===== config.mk =====
export PLATFORM = sky130hd
export DESIGN_NAME = gha_free_fifo
export DESIGN_NICKNAME = d
export VERILOG_FILES = /design/src/rtl/core/gha_pkg.sv /design/src/rtl/core/gha_free_fifo.sv
export SDC_FILE = /design/constraint.sdc
export NUM_CORES = 2
export LEC_CHECK = 0
export ABC_AREA = 0
export CAP_MARGIN = 15
export CORE_UTILIZATION = 55
export DETAILED_ROUTE_END_ITERATION = 10
export DONT_BUFFER_PORTS = 1
export PLACE_DENSITY_LB_ADDON = 0.15
export SYNTH_ARGS = -nofsm -noshare
export SYNTH_HDL_FRONTEND = slang
export SYNTH_SLANG_ARGS = --single-unit

===== constraint.sdc =====
create_clock -name clk -period 2.9 [get_ports clk]
set_input_delay 0.29 -clock clk [delete_from_list [all_inputs] [get_ports clk]]
set_output_delay 0.29 -clock clk [all_outputs]
set_load 0.005 [all_outputs]

===== src/rtl/core/gha_pkg.sv =====
// Shared types and constants for the generational handle allocator.
// No dependencies; used by gha_free_fifo and generational_handle_allocator.
package gha_pkg;

	localparam int SLOTS = 256;
	localparam int IDX_W = (SLOTS > 1) ? $clog2(SLOTS) : 1;
	localparam int CNT_W = IDX_W + 1;

	localparam logic [1:0] ACT_REGISTER = 2'd0;
	localparam logic [1:0] ACT_FREE     = 2'd1;
	localparam logic [1:0] ACT_VALIDATE = 2'd2;
	localparam logic [1:0] ACT_LOOKUP   = 2'd3;

	localparam logic [1:0] STAT_OK    = 2'd0;
	localparam logic [1:0] STAT_FULL  = 2'd1;
	localparam logic [1:0] STAT_RANGE = 2'd2;
	localparam logic [1:0] STAT_FREED = 2'd3;

	// control into the free-slot queue
	typedef struct packed {
		logic push;
		logic pop;
	} fq_ctl_t;

	// status out of the free-slot queue
	typedef struct packed {
		logic [CNT_W-1:0] count;
	} fq_stat_t;

	function automatic logic [IDX_W-1:0] wrap_inc(input logic [IDX_W-1:0] p);
		return (p == IDX_W'(SLOTS - 1)) ? '0 : p + 1'b1;
	endfunction

endpackage


===== src/rtl/core/gha_free_fifo.sv =====
// FIFO of freed slot indices: one synchronous memory plus head/tail/count.
// Depends on gha_pkg. Pop data is registered: it appears in the cycle after the pop request.
module gha_free_fifo (
	input  logic                     clk,
	input  logic                     arst_n,
	input  gha_pkg::fq_ctl_t         ctl,
	input  logic [gha_pkg::IDX_W-1:0] push_idx,
	output logic [gha_pkg::IDX_W-1:0] pop_idx,
	output gha_pkg::fq_stat_t        st
);
	import gha_pkg::*;

	logic [IDX_W-1:0] mem [SLOTS];
	logic [IDX_W-1:0] head_q;
	logic [IDX_W-1:0] tail_q;
	logic [CNT_W-1:0] count_q;

	always_ff @(posedge clk) begin
		if (ctl.push) begin
			mem[tail_q] <= push_idx;
		end
		pop_idx <= mem[head_q];
	end

	always_ff @(posedge clk or negedge arst_n) begin
		if (!arst_n) begin
			head_q  <= '0;
			tail_q  <= '0;
			count_q <= '0;
		end else begin
			if (ctl.push) begin
				tail_q <= wrap_inc(tail_q);
			end
			if (ctl.pop) begin
				head_q <= wrap_inc(head_q);
			end
			unique case ({ctl.push, ctl.pop})
				2'b10:   count_q <= count_q + 1'b1;
				2'b01:   count_q <= count_q - 1'b1;
				default: count_q <= count_q;
			endcase
		end
	end

	assign st.count = count_q;

	a_no_pop_empty: assert property (@(posedge clk) disable iff (!arst_n)
		ctl.pop |-> count_q != '0)
		else $error("pop from empty free queue");

	a_no_push_full: assert property (@(posedge clk) disable iff (!arst_n)
		ctl.push |-> count_q != CNT_W'(SLOTS))
		else $error("push into full free queue");

	a_pop_moves_head: assert property (@(posedge clk) disable iff (!arst_n)
		ctl.pop && !ctl.push |=> count_q == $past(count_q) - 1'b1)
		else $error("free count did not drop on pop");

endmodule

# [After elaboration in Yosys (flattened, before gate mapping)]
# Memories as Yosys holds them, arrays and structs flattened. A register that Yosys moved wholly into a read port is not among the register bits.
# Index checks and enable logic that the tools add are counted.
[totals] reg_bits=25 ram_bits=2048 output_inout_bits=17 word_cells=18 mem_count=1
[mem_list] memory="mem" words=256 word_bits=8 read_ports=1 rd_ports_with_merged_regs=1 write_ports=1 line="gha_free_fifo.sv:13" source="logic [IDX_W-1:0] mem [SLOTS];"
[op_classes] addsub=4 eq_ne=4 mux=5 reduce_logical=1
[op_table] operator="one-hot mux 9 bit (2 select lines)" n=1
[op_table] operator="adder 8 x 1 -> 8 bit (second input constant)" n=2
[op_table] operator="== test 8 bit (second input constant)" n=2
[op_table] operator="two-way mux 8 bit" n=2
[op_table] operator="adder 9 x 1 -> 9 bit (second input constant)" n=1
[op_table] operator="subtractor 9 x 1 -> 9 bit (second input constant)" n=1
[op_table] operator="== test 2 x 1 -> 1 bit (second input constant)" n=1
[op_table] operator="== test 2 bit (second input constant)" n=1
[op_table] operator="two-way mux 1 bit" n=2
[op_table] operator="nonzero test 2 bit" n=1

# [Logic depth before layout (Yosys ltp)]
[depth] word_depth=2 depth_mapped=14 depth_no_buf=11

# [Worst setup path before layout]
# Ideal clock, no wire load.
[synth_timing] kind="in2reg" start="in ctl[1] (netlist bit)" end="reg count_q[6], in the netlist st[6]" setup_time_ps=128 arrival_time_ps=2801 t_required_ps=2772 slack_ps=-29 stages=14 n_path_buf=3 path_cell_list="clkbuf_1 > inv_2 > ha_1 > clkbuf_1 > clkbuf_1 > xor2_1 > ha_1 > nor3b_1 > o21ai_0 > a21boi_0 > nor2_1 > a21boi_0 > o221ai_1 > xnor2_1"
[synth_via] elab_chain_len=2 elab_cells_between_ends=4 cone_classes="eq/ne (2); mux (1); reduce/logical (1)"
[synth_rtl] element="start: declaration" line="gha_free_fifo.sv:6" source="input gha_pkg::fq_ctl_t ctl,"
[synth_rtl] element="== test 2 x 1 -> 1 bit or == test 2 bit (tied branches)" line="gha_free_fifo.sv:37" source="unique case ({ctl.push, ctl.pop})"
[synth_rtl] element="one-hot mux 9 bit (2 select lines) or nonzero test 2 bit (tied branches)"
[synth_rtl] element="end signal: assignment" line="gha_free_fifo.sv:38" source="2'b10: count_q <= count_q + 1'b1;"
[synth_rtl] element="end signal: assignment" line="gha_free_fifo.sv:39" source="2'b01: count_q <= count_q - 1'b1;"
[synth_rtl] element="end signal: assignment" line="gha_free_fifo.sv:40" source="default: count_q <= count_q;"
[synth_rtl] element="end: declaration" line="gha_free_fifo.sv:16" source="logic [CNT_W-1:0] count_q;"
# Parallel ways exist; a longest one is shown, timed or not.
# A chain may end at the register's enable or synchronous reset.

==> run_results.csv <==
group,metric,value,unit
timing,fin_worst_skew,0.0309,ns
setup_path,cp_cell_sequence,"buf_12, buf_12, buf_16, buf_12, mux4_2, a22oi_2, nand3_2, a211o_1, a21oi_2, buf_4, a31oi_2",
floorplan,io_pins,29,
timing,maxSlewViolCount,0,
yosys,synth_edf_count,2048,
layout,fin_cells,6685,
clocking,cts_tree,"done",
global_routing,grt_max_degree,257,
route,dr.pass1.iters,6,
pwr,power_density,879,nW/µm²
setup_path,r2r_cells,11,
setup_path,critPathRequiredTime,3.60,ns
setup_path,start_kind,"flop",
yosys,syn-cell-area,81200,µm²
route,ant_nets,0,
yosys,synth_nets,3980,
timing,post-route-period-util,1.00,
clocking,clockBufferDepth,3,
timing,worst_pin_slew,0.904,ns
pwr,finalPower,83.9,mW
setup_path,worstPathArrival,3.61,ns
timing,hold_viol_final,1254,
yosys,ys_ff_latch,2081,
layout,nFillCells,9669,
yosys,synth_common_cells,"2048 x edfxtp_1, 447 x mux4_2, 320 x nor2_1",
timing,rsz0062_at_grt,"yes",
clocking,path_clk_slew,0.06,ns
yosys,ys_async_sr_fraction,0.0120,
layout,final_util,0.654,
pwr,total_leakage_power,31.3,nW
timing,clock.fmax,343,MHz
global_routing,grt_pass1_wl,311000,µm
yosys,netlist_top_cells_area,"edfxtp_1 76%, mux4_2 12%, mux2i_1 2.3%",
yosys,yosysWarnings,0,
yosys,ys_types,74,
global_routing,grt_pass1_vias,42500,
route,drcViolationCount,0,
global_routing,antenna_found_initial,3,
yosys,yosysTopAreaCellShare,0.758,
route,viasPerCell,6.46,
yosys,syn_inst,3959,
route,routedWlPerCell,32.8,µm
setup_path,critical-path-max-stage-delay,0.53,ns
setup_path,cp_common_cell,"buf_12",
clocking,cts-root-buf,"clkbuf_16",
min_path,hold_path.class,"in -> reg",
yosys,yosysTopAreaCell,"edfxtp_1",
route,routed_wl,219000,µm
timing,post-route-min-period,2.91,ns
min_path,hold-path-cell-count,0,
clocking,clk_latency,0.84,ns
layout,layout-drive-gt1-share,0.322,
layout,areaGrowthSynthToFinish,17.7,%
timing,setup_viol,1,
timing,final.setup.tns,-0.0117,ns
timing,slew_headroom,0.398,
yosys,synth_most_common_cell,"edfxtp_1",
global_routing,grtUsageTotal,0.298,
flow_run,drv_cap,0,
timing,hold-worst-slack,-0.413,ns
clocking,cts_sinks,2081,
status,status,"finished, violations left",
timing,layout_setup_ws,-0.0117,ns
setup_path,crit_fanout,12,
status,violations,"hold timing, setup timing",
clocking,cts-htree-levels,4,
yosys,synth-seq-area-share,0.767,
layout,multiInputGateArea,18100,µm²
setup_path,end_kind,"flop",
pwr,peakVddDrop,0.000611,V
floorplan,die_x,386,µm
route,drtIter0Drc,5624,
layout,final_nets,4618,
setup_path,cp_slowest_cell,"mux4_2",
route,vias,43200,
yosys,ys.flop_type,"edfxtp_1",
clocking,cts-buffers-inserted,203,
floorplan,core_area,146000,µm²
global_routing,grt_overflow,0,
placement,dp_hpwl,136000,µm
setup_path,crit_type,"reg -> reg",
yosys,syn_area_per_cell,20.5,µm²
floorplan,fp-row-count,140,
layout,regArea,62300,µm²
floorplan,initial_core_util,0.556,
placement,gp_congestion,0.925,
floorplan,die_h,386,µm
placement,placed_cells,6276,
floorplan,die_area,149000,µm²
placement,port-buffer-count,0,
-- metal layers --
layer | part of all wire | vias to the layer above | global-route usage
met5 | 0.00011 | - | 0
met4 | 0.031 | 4 | 0.0937
met3 | 0.11 | 387 | 0.0721
met2 | 0.47 | 2504 | 0.454
met1 | 0.39 | 22600 | 0.431
li1 | - | 17700 | -
-- final timing paths --
check | from | to | slack (ns)
max | head_q[0]$_DFFE_PN0P_ | pop_idx[4]$_DFF_P_ | -0.01
min | push_idx[6] | mem[106][6]$_DFFE_PP_ | -0.41
max reg2reg | head_q[0]$_DFFE_PN0P_ | pop_idx[4]$_DFF_P_ | -0.01
min reg2reg | st[8]$_DFFE_PN0P_ | st[8]$_DFFE_PN0P_ | 0.49
max in group asynchronous | arst_n | head_q[0]$_DFFE_PN0P_ | 2.63
min in group asynchronous | arst_n | head_q[2]$_DFFE_PN0P_ | 0.07
-- report_power, final --
part           internal [mW]  switching [mW]
Clock                   14.6            11.1
Combinational           9.98            14.1
Sequential              33.5           0.633
Total                   58.0            25.9
-- registers in the layout (all words and copies together) (netlist names) --
signal	count
head_q	8
st	9
tail_q	8
mem	2048
pop_idx	8
-- what timing repair did --
| action | in CTS | in global routing |
|---|---|---|
| gates resized for setup | 70 | 64 |
| gates cloned | 2 | 0 |
| hold buffers | 5 | 2 |
| pin swaps | 10 | 15 |
| hold endpoints to repair | 2095 | 1925 |
| setup endpoints to repair | 8 | 11 |
| setup buffers | 15 | 9 |
-- cells in the final DEF (no fill, tap or decap), drive strengths merged, types with 5 or more instances in the layout --
cell / Yosys / layout
a2111oi: 6 / 6
a211oi: 23 / 23
a21oi: 61 / 61
a221oi: 35 / 35
a22o: 13 / 13
a22oi: 96 / 96
a31oi: 15 / 15
and2: 5 / 5
and3: 5 / 5
buf: 144 / 676
bufinv: 0 / 13
clkbuf: 104 / 266
clkinv: 0 / 85
dfrtp: 25 / 25
dfxtp: 8 / 8
edfxtp: 2048 / 2048
ha: 9 / 9
inv: 10 / 17
mux2: 10 / 10
mux2i: 189 / 189
mux4: 447 / 447
nand2: 108 / 108
nand3: 51 / 51
nand4: 14 / 14
nor2: 321 / 321
nor2b: 19 / 19
nor3: 16 / 16
o211ai: 8 / 8
o21ai: 43 / 43
o221ai: 23 / 23
o22ai: 16 / 16
o31ai: 7 / 7
xnor2: 11 / 11
xor2: 11 / 11
-- metrics by stage --
stage	worst slack [ns]	area (µm²)	hold slack [ns]
final	-0.0117	95500	-0.413
after global routing	-0.0573	95500	-0.449
after CTS	-0.00998	95000	-0.454
after detailed placement	-0.431	87900	-0.00443
after global placement	-0.387	87900	-0.00436
after floorplan	0.0876	81200	-0.00559
-- critical path, delay by kind of cell, from the launching register on --
family                 cells  cell delay (ns)
buffers and inverters      5             0.79
muxes                      1             0.53
AOI/OAI and AO/OA          4             0.78
DFF                        1             0.44
and+or+nand+nor            1             0.19
-- cell type report --
class | count | area share
clock inverter | 109 | 0.0101
inverter | 10 | 0.000445
antenna | 1 | 0.0000262
sequential | 2081 | 0.652
multi-input combinational | 1620 | 0.189
clock buffer | 266 | 0.0577
tap | 1917 | 0.0251
timing repair buffer | 681 | 0.0651
-- kinds of logic (layout without fill, tap and decap cells) --
family / count (synthesis) / count (layout) / synth area share
buf+inv: 258 / 1066 / 0.0174
compound gates: 381 / 381 / 0.0335
mux: 646 / 646 / 0.149
simple gates: 562 / 562 / 0.0294
fa+ha+maj: 9 / 9 / 0.00139
other cells: 0 / 1 / 0
xor+xnor: 22 / 22 / 0.00237
flops: 2081 / 2081 / 0.767
Power figures use the tool's default switching activity.
